[src/hdl/rdiv_cell.sv]
// rdiv_cell: one shift / trial-subtract / restore step with its own stage register
// no package dependencies; chained WIDTH times by restoring_divider
module rdiv_cell #(
  parameter int unsigned WIDTH = 32
) (
  input  logic             clk,
  input  logic             rst,
  input  logic             in_valid,
  output logic             in_ready,
  input  logic [WIDTH-1:0] in_part,
  input  logic [WIDTH-1:0] in_quo,
  input  logic [WIDTH-1:0] in_den,
  input  logic             in_dz,
  output logic             out_valid,
  input  logic             out_ready,
  output logic [WIDTH-1:0] out_part,
  output logic [WIDTH-1:0] out_quo,
  output logic [WIDTH-1:0] out_den,
  output logic             out_dz
);

  logic             valid;
  logic [WIDTH-1:0] part;
  logic [WIDTH-1:0] quo;
  logic [WIDTH-1:0] den;
  logic             dz;

  logic [WIDTH-1:0] part_sh;
  logic [WIDTH+1:0] diff;
  logic             fits;
  logic [WIDTH-1:0] part_next;
  logic [WIDTH-1:0] quo_next;
  logic             accept;

  // stage can take a beat when empty or when its beat moves on
  assign in_ready = !valid || out_ready;
  assign accept   = in_valid && in_ready;

  // bring the next dividend bit in from the top of the quotient word
  assign part_sh = {in_part[WIDTH-2:0], in_quo[WIDTH-1]};
  // widened trial difference; the top bit is the borrow
  assign diff = {1'b0, in_part[WIDTH-1], part_sh} - {2'b00, in_den};
  assign fits = !diff[WIDTH+1];

  assign part_next = fits ? diff[WIDTH-1:0] : part_sh;
  assign quo_next  = {in_quo[WIDTH-2:0], fits};

  always_ff @(posedge clk) begin
    if (rst) begin
      valid <= 1'b0;
    end else if (in_ready) begin
      valid <= in_valid;
    end
  end

  always_ff @(posedge clk) begin
    if (accept) begin
      part <= part_next;
      quo  <= quo_next;
      den  <= in_den;
      dz   <= in_dz;
    end
  end

  assign out_valid = valid;
  assign out_part  = part;
  assign out_quo   = quo;
  assign out_den   = den;
  assign out_dz    = dz;

endmodule : rdiv_cell

[config.mk]
export PLATFORM = sky130hd
export DESIGN_NAME = rdiv_cell
export DESIGN_NICKNAME = d
export VERILOG_FILES = /design/src/hdl/rdiv_cell.sv
export SDC_FILE = /design/constraint.sdc
export NUM_CORES = 1
export LEC_CHECK = 0
export BUFFER_PORTS_ARGS = -buffer_cell sky130_fd_sc_hd__clkbuf_2
export CORE_MARGIN = 8
export CORE_UTILIZATION = 50
export DETAILED_ROUTE_END_ITERATION = 12
export PLACE_DENSITY = 0.81
export SLEW_MARGIN = 20
export SYNTH_ARGS = -nofsm -noshare
export SYNTH_HDL_FRONTEND = slang
export SYNTH_SLANG_ARGS = --single-unit
[constraint.sdc]
create_clock -name clk -period 4.1 [get_ports clk]
set_clock_uncertainty 0.1 [all_clocks]
set_input_delay 0.41 -clock clk [delete_from_list [all_inputs] [get_ports clk]]
set_output_delay 0.41 -clock clk [all_outputs]
set_load 0.01 [all_outputs]
==> results.sh, run 1 <==
export IMPL_grt_pass1_wl_um=22300
export IMPL_rows=38
export IMPL_ys_seq_area_share_pct=54.7
export IMPL_hold_viol=0
export IMPL_clock_sinks=98
export IMPL_yosys_area_top_type_share_pct=54.3
export IMPL_synth_edf_count=97
export IMPL_worst_path_largest_cell_delay_ns=0.60
export IMPL_slew_headroom_pct=36.9
export IMPL_vias=4155
export IMPL_first_pass_iters=5
export IMPL_finalSetupViolCount=0
export IMPL_nets=766
export IMPL_ys_types=55
export IMPL_pin_count=200
export IMPL_viasPerCell=5.35
export IMPL_gr_total_overflow=0
export IMPL_drive_gt1_share_pct=40.5
export IMPL_crit_start="in_quo[31]"
export IMPL_placed_cells=761
export IMPL_endpoint_kind="flip-flop"
export IMPL_fin_crit_ns=3.34
export IMPL_cp_required_ns=4.13
export IMPL_worstPathArrival_ns=3.37
export IMPL_numCtsBuffers=9
export IMPL_multi_input_area_mm2=0.00219
export IMPL_grt_usage_pct=19.4
export IMPL_fill_cells=864
export IMPL_synth_cells=424
export IMPL_worstSkewPairLatency_ns=0.37
export IMPL_hold_path_class="in2reg"
export IMPL_r2r_end="out_part[8]$_DFFE_PP_"
export IMPL_r2r_cells=3
export IMPL_yosysWarningCount=0
export IMPL_fmax_ghz=0.299
export IMPL_n_antenna_cell=0
export IMPL_floorplan_initialDensity_pct=50.3
export IMPL_critPathMaxFanout=4
export IMPL_post_synth_top_area_cell="edfxtp_1"
export IMPL_syn_area_per_cell_um2=12.6
export IMPL_cts_clk_slew_worst_paths_ns=0.11
export IMPL_cts_hold_buf=0
export IMPL_worst_path_max_delay_cell="o311ai_0"
export IMPL_cts_tree="built"
export IMPL_fin_crit_sh_pct=81.5
export IMPL_worstPathCellList="clkbuf_2 > inv_1 > ha_1 > inv_1 > fa_1 > a211oi_1 > o211a_1 > o31ai_1 > a21oi_1 > o311ai_0 > a21oi_1 > xnor2_1 > mux2_4"
export IMPL_cts_resized_gates=0
export IMPL_ys_ff_latch=98
export IMPL_floorplan_die_height_um=120
export IMPL_drcViolationCount=0
export IMPL_drv_slew=0
export IMPL_fp_dieW_um=120
export IMPL_cts_htree_levels=3
export IMPL_port_buffers=199
export IMPL_cts_buffer_depth=2
export IMPL_leakage_nw=3.10
export IMPL_regToRegSetupSlack_ns=2.07
export IMPL_antenna_found_initial=0
export IMPL_wl_per_cell_um=18.5
export IMPL_dp_hpwl_um=11600
export IMPL_gp_congestion=0.889
export IMPL_start_kind="input pin"
export IMPL_maxCapViolations=0
export IMPL_crit_end="out_part[22]$_DFFE_PP_"
export IMPL_tns_ns=0
export IMPL_criticalPathCategory="in2reg"
export IMPL_rr_startpoint="out_valid$_SDFFE_PP0N_"
export IMPL_cts_setup_buffers=0
export IMPL_grt_pass1_vias=4346
export IMPL_synthFlopType="edfxtp_1"
export IMPL_synthArstFlopShare_pct=0
export IMPL_rsz0062_at_grt="false"
export IMPL_ant_nets=0
export IMPL_grt_max_degree=73
export IMPL_areaGrowthSynthToFinish_pct=24.8
export IMPL_dieArea_mm2=0.0143
export IMPL_peakVddDrop_mv=0.191
export IMPL_worstMarginPinSlew_ns=0.947
export IMPL_core_area_mm2=0.0107
export IMPL_status="completed"
export IMPL_syn_num_nets=558
export IMPL_critPathTopFamily="compound AO/OA/AOI/OAI gates"
export IMPL_drt_wl_total_um=14400
export IMPL_power_density_mw_per_mm2=377
export IMPL_cp_num_buf_inv=3
export IMPL_crit_cells=13
export IMPL_seq_area_mm2=0.00293
export IMPL_netlist_area_mm2=0.00536
export IMPL_stdcell_count=777
export IMPL_first_iter_violations=334
export IMPL_synth_area_top_cells="edfxtp_1 (54%), ha_1 (7.5%), mux2_4 (7.0%), a21oi_1 (3.0%), inv_1 (2.9%)"
export IMPL_cts_root_buffer="clkbuf_8"
## per-layer routing
layer / wire, um / global-route usage, %
met1: 6050 / 23.3
met2: 7130 / 33.9
met4: 174 / 5.23
met3: 1050 / 5.07
met5: 0 / 0
## cells by family after synthesis
group	count (synthesis)	share of synthesized area [%]
AO/OA/AOI/OAI	101	12.6
XOR/XNOR	24	3.92
adder cells (fa/ha/maj)	33	7.84
buffers and inverters	49	4.41
flip-flops	98	54.7
multiplexers	33	8.54
AND/OR/NAND/NOR	86	8.00
## state kept, by name, indices dropped and copies added (netlist names)
register   count
out_den       32
out_dz         1
out_part      32
out_quo       32
out_valid      1
## layout make-up
class	count	share of cell area, %
Sequential cell	98	43.8
Timing Repair Buffer	205	15.6
Tap cell	140	2.62
Multi-Input combinational cell	277	32.8
Inverter	41	2.30
Clock inverter	6	0.860
Clock buffer	10	2.06
## power breakdown
group | internal [mW] | switching [mW] | total (mW)
Combinational | 0.308 | 0.350 | 0.658
Clock | 0.253 | 0.375 | 0.628
Sequential | 1.21 | 0.0247 | 1.24
## layout by cell type (no fill, tap or decap), drive strengths merged, types with 4 or more instances in the layout
| cell | netlist | final |
|---|---|---|
| clkbuf | 0 | 209 |
| edfxtp | 97 | 97 |
| inv | 41 | 45 |
| a21oi | 33 | 33 |
| ha | 32 | 32 |
| mux2 | 27 | 27 |
| nand2 | 25 | 25 |
| nor2 | 18 | 18 |
| xnor2 | 17 | 17 |
| o21ai | 17 | 17 |
| xor2 | 7 | 7 |
| a21o | 7 | 7 |
| nand4 | 6 | 6 |
| nand3 | 6 | 6 |
| o21a | 6 | 6 |
| nand2b | 6 | 6 |
| o31ai | 6 | 6 |
| mux2i | 6 | 6 |
| buf | 8 | 6 |
| and3 | 5 | 5 |
| a211oi | 5 | 5 |
| nor3 | 4 | 4 |
| o21bai | 4 | 4 |
## worst min-delay path by stage
stage / start / endpoint / cells after the start
global route: rst / out_valid$_SDFFE_PP0N_ / 2
floorplan: rst / out_valid$_SDFFE_PP0N_ / 1
finish: rst / out_valid$_SDFFE_PP0N_ / 2
CTS: rst / out_valid$_SDFFE_PP0N_ / 2
global placement: out_valid$_SDFFE_PP0N_ / out_valid$_SDFFE_PP0N_ / 2
detailed placement: out_valid$_SDFFE_PP0N_ / out_valid$_SDFFE_PP0N_ / 2
## Yosys cell counts (7+ instances only)
library cell and n:
inv_1 41, ha_1 32, o21ai_0 16, xnor2_1 17, a21oi_1 32, mux2_4 25
nor2_1 18, edfxtp_1 97, xor2_1 7, nand2_1 25
## through the flow
stage / area (um2) / hold WS [ns] / power, mW / setup slack [ns] / util [%]
after global routing: 6690 / 0.0703 / 2.64 / 0.628 / 62.8
after CTS: 6690 / 0.0742 / 2.54 / 0.822 / 62.8
final: 6690 / 0.0831 / 2.52 / 0.758 / 62.8
after detailed placement: 6500 / 0.441 / 1.92 / 0.428 / 61.0
after global placement: 6500 / 0.414 / 1.90 / 0.541 / 61.0
after floorplan: 5360 / 0.379 / 1.70 / 0.661 / -
Note: power is estimated with default switching activity, not from simulation.
==> inputs of run 2 (changes only) <==
--- a/config.mk
+++ b/config.mk
@@ -5,11 +5,12 @@
 export SDC_FILE = /design/constraint.sdc
 export NUM_CORES = 1
 export LEC_CHECK = 0
+export ABC_AREA = 1
 export BUFFER_PORTS_ARGS = -buffer_cell sky130_fd_sc_hd__clkbuf_2
 export CORE_MARGIN = 8
-export CORE_UTILIZATION = 50
+export CORE_UTILIZATION = 52
 export DETAILED_ROUTE_END_ITERATION = 12
-export PLACE_DENSITY = 0.81
+export PLACE_DENSITY = 0.82
 export SLEW_MARGIN = 20
 export SYNTH_ARGS = -nofsm -noshare
 export SYNTH_HDL_FRONTEND = slang
==> constraint.sdc (replaced) <==
create_clock -name clk -period 3.4 [get_ports clk]
set_clock_uncertainty 0.1 [all_clocks]
set_input_delay 0.34 -clock clk [delete_from_list [all_inputs] [get_ports clk]]
set_output_delay 0.34 -clock clk [all_outputs]
set_load 0.01 [all_outputs]
==> results.sh, run 2 <==
export IMPL_synthFlopType="edfxtp_1"
export IMPL_wl_per_cell_um=15.7
export IMPL_hold_path_class="in2reg"
export IMPL_floorplan_initialDensity_pct=53.3
export IMPL_endpoint_kind="flip-flop"
export IMPL_fp_dieW_um=124
export IMPL_synth_edf_count=97
export IMPL_first_pass_iters=5
export IMPL_dieArea_mm2=0.0154
export IMPL_r2r_cells=2
export IMPL_layout_commonest_cell="nand2_1"
export IMPL_power_density_mw_per_mm2=451
export IMPL_vias=5395
export IMPL_dp_hpwl_um=13700
export IMPL_rows=39
export IMPL_finalSetupViolCount=0
export IMPL_cts_setup_buffers=0
export IMPL_cts_root_buffer="clkbuf_16"
export IMPL_cts_clk_slew_worst_paths_ns=0.07
export IMPL_start_kind="input pin"
export IMPL_critPathMaxFanout=34
export IMPL_floorplan_die_height_um=124
export IMPL_drt_wl_total_um=17200
export IMPL_preCtsSetupSlack_ns=0.708
export IMPL_hold_viol=0
export IMPL_clock_sinks=98
export IMPL_nets=1081
export IMPL_cts_htree_levels=3
export IMPL_criticalPathCategory="in2reg"
export IMPL_gr_total_overflow=0
export IMPL_numCtsBuffers=9
export IMPL_gp_congestion=0.973
export IMPL_antenna_found_initial=0
export IMPL_ys_ff_latch=98
export IMPL_drv_slew=0
export IMPL_ant_nets=0
export IMPL_pin_count=200
export IMPL_first_iter_violations=540
export IMPL_worstMarginPinSlew_ns=0.796
export IMPL_setup_ws_ns=1.03
export IMPL_cp_required_ns=3.40
export IMPL_tns_ns=0
export IMPL_grt_max_degree=64
export IMPL_grt_pass1_vias=5268
export IMPL_grt_pass1_wl_um=27500
export IMPL_placed_cells=1079
export IMPL_synth_area_top_cells="edfxtp_1 (48%), nand2_1 (16%), inv_1 (8.9%), ha_1 (6.6%), nand3_1 (4.8%)"
export IMPL_crit_start="in_den[7]"
export IMPL_status="completed"
export IMPL_maxCapViolations=0
export IMPL_yosysWarningCount=0
export IMPL_final_cell_mix="nand2_1 (265), clkbuf_2 (199), inv_1 (144)"
export IMPL_stdcell_count=1095
export IMPL_ys_seq_area_share_pct=48.2
export IMPL_fin_crit_ns=2.37
export IMPL_crit_end="out_part[17]$_DFFE_PP_"
export IMPL_regToRegSetupSlack_ns=1.75
export IMPL_grt_usage_pct=22.0
export IMPL_rsz0062_at_grt="false"
export IMPL_synth_cells=742
export IMPL_netlist_area_mm2=0.00609
export IMPL_ys_top_cells_by_count="nand2_1 (265), inv_1 (144), edfxtp_1 (97)"
export IMPL_cts_resized_gates=0
export IMPL_r2r_end="out_den[30]$_DFFE_PP_"
export IMPL_synth_most_common_cell="nand2_1"
export IMPL_cts_tree="built"
export IMPL_synthArstFlopShare_pct=0
export IMPL_drive_gt1_share_pct=26.2
export IMPL_cts_buffer_depth=2
export IMPL_areaGrowthSynthToFinish_pct=24.1
export IMPL_cts_hold_buf=0
export IMPL_yosys_area_top_type_share_pct=47.8
export IMPL_worstSkewPairLatency_ns=0.35
export IMPL_post_synth_top_area_cell="edfxtp_1"
export IMPL_fmax_ghz=0.421
export IMPL_ys_types=31
export IMPL_fin_crit_sh_pct=69.8
export IMPL_n_antenna_cell=0
export IMPL_syn_num_nets=876
export IMPL_syn_area_per_cell_um2=8.21
export IMPL_core_area_mm2=0.0114
export IMPL_leakage_nw=4.08
export IMPL_slew_headroom_pct=46.9
export IMPL_viasPerCell=4.93
export IMPL_rr_startpoint="out_valid$_SDFFE_PP0N_"
export IMPL_peakVddDrop_mv=0.368
export IMPL_port_buffers=199
export IMPL_drcViolationCount=0
export IMPL_final_util_pct=66.2
export IMPL_worstPathArrival_ns=2.38
==> run 2: changes by cell type after synthesis, sizes merged, moves of 7 or more <==
| cell | delta |
|---|---|
| nand3 | +66 |
| nand2 | +246 |
| mux2 | -27 |
| inv | +106 |
| o21ai | -16 |
| xor2 | +8 |
| nor2 | +26 |
| a21oi | -12 |
| a21o | -7 |
| and2 | +8 |
| xnor2 | -17 |
==> run 2: stage by stage <==
step / total power [mW] / hold WS, ns / area, um2
after detailed placement: 2.30 / 0.414 / 7230
after global placement: 2.28 / 0.399 / 7230
after CTS: 3.42 / 0.0466 / 7560
after global routing: 3.56 / 0.0467 / 7560
final: 3.41 / 0.0501 / 7560
after floorplan: 2.02 / 0.309 / 6100
==> run 2: cells by family (layout without fill, tap and decap cells) <==
family	after synthesis	after routing	share of synthesized area, %
adders and majority gates	33	33	6.90
AOI/OAI and AO/OA	25	25	2.24
DFF	98	98	48.2
xor gates and xnor gates	15	15	2.16
buffers and inverters	156	366	10.3
and+or+nand+nor	415	415	30.3
==> run 2: critical path, stage by stage <==
cell and delay [ns]:
clkbuf_2 0.09, inv_1 0.04, ha_1 0.34, nand2_1 0.15
inv_2 0.05, nand2_1 0.06, nand2_1 0.07, inv_2 0.06
nand3_2 0.13, nand2_2 0.11, nand2_2 0.08, nand2_4 0.36
nand2_8 0.26, nand3_1 0.16, nand2_1 0.06
==> run 2: per-layer routing <==
| layer | share of wire (%) | global-route usage, % | vias to the layer above |
|---|---|---|---|
| li1 | - | - | 2755 |
| met1 | 44 | 27.4 | 2410 |
| met2 | 46 | 36.3 | 205 |
| met3 | 7.7 | 5.53 | 25 |
| met4 | 2.0 | 7.80 | 0 |
| met5 | 0 | 0 | - |
==> run 2: power breakdown <==
| group | switching [mW] | internal, mW | total (mW) |
|---|---|---|---|
| registers | 0.0268 | 1.46 | 1.48 |
| clock network | 0.460 | 0.671 | 1.13 |
| logic | 0.510 | 0.288 | 0.798 |
==> run 2: cell type report <==
cell class / count / area, um2
Inverter: 147 / 552
Clock inverter: 5 / 85.1
Clock buffer: 11 / 243
Multi-Input combinational cell: 488 / 2540
Tap cell: 143 / 179
Sequential cell: 98 / 2930
Fill cell: 988 / 3860
Timing Repair Buffer: 203 / 1030
==> run 2: worst min path at each step <==
stage | slack, ns | to | cells after the start | from
finish | 0.05 | out_valid$_SDFFE_PP0N_ | 2 | rst
global route | 0.05 | out_valid$_SDFFE_PP0N_ | 2 | rst
CTS | 0.05 | out_valid$_SDFFE_PP0N_ | 2 | rst
detailed placement | 0.41 | out_valid$_SDFFE_PP0N_ | 2 | rst
global placement | 0.40 | out_valid$_SDFFE_PP0N_ | 2 | rst
floorplan | 0.31 | out_valid$_SDFFE_PP0N_ | 1 | rst
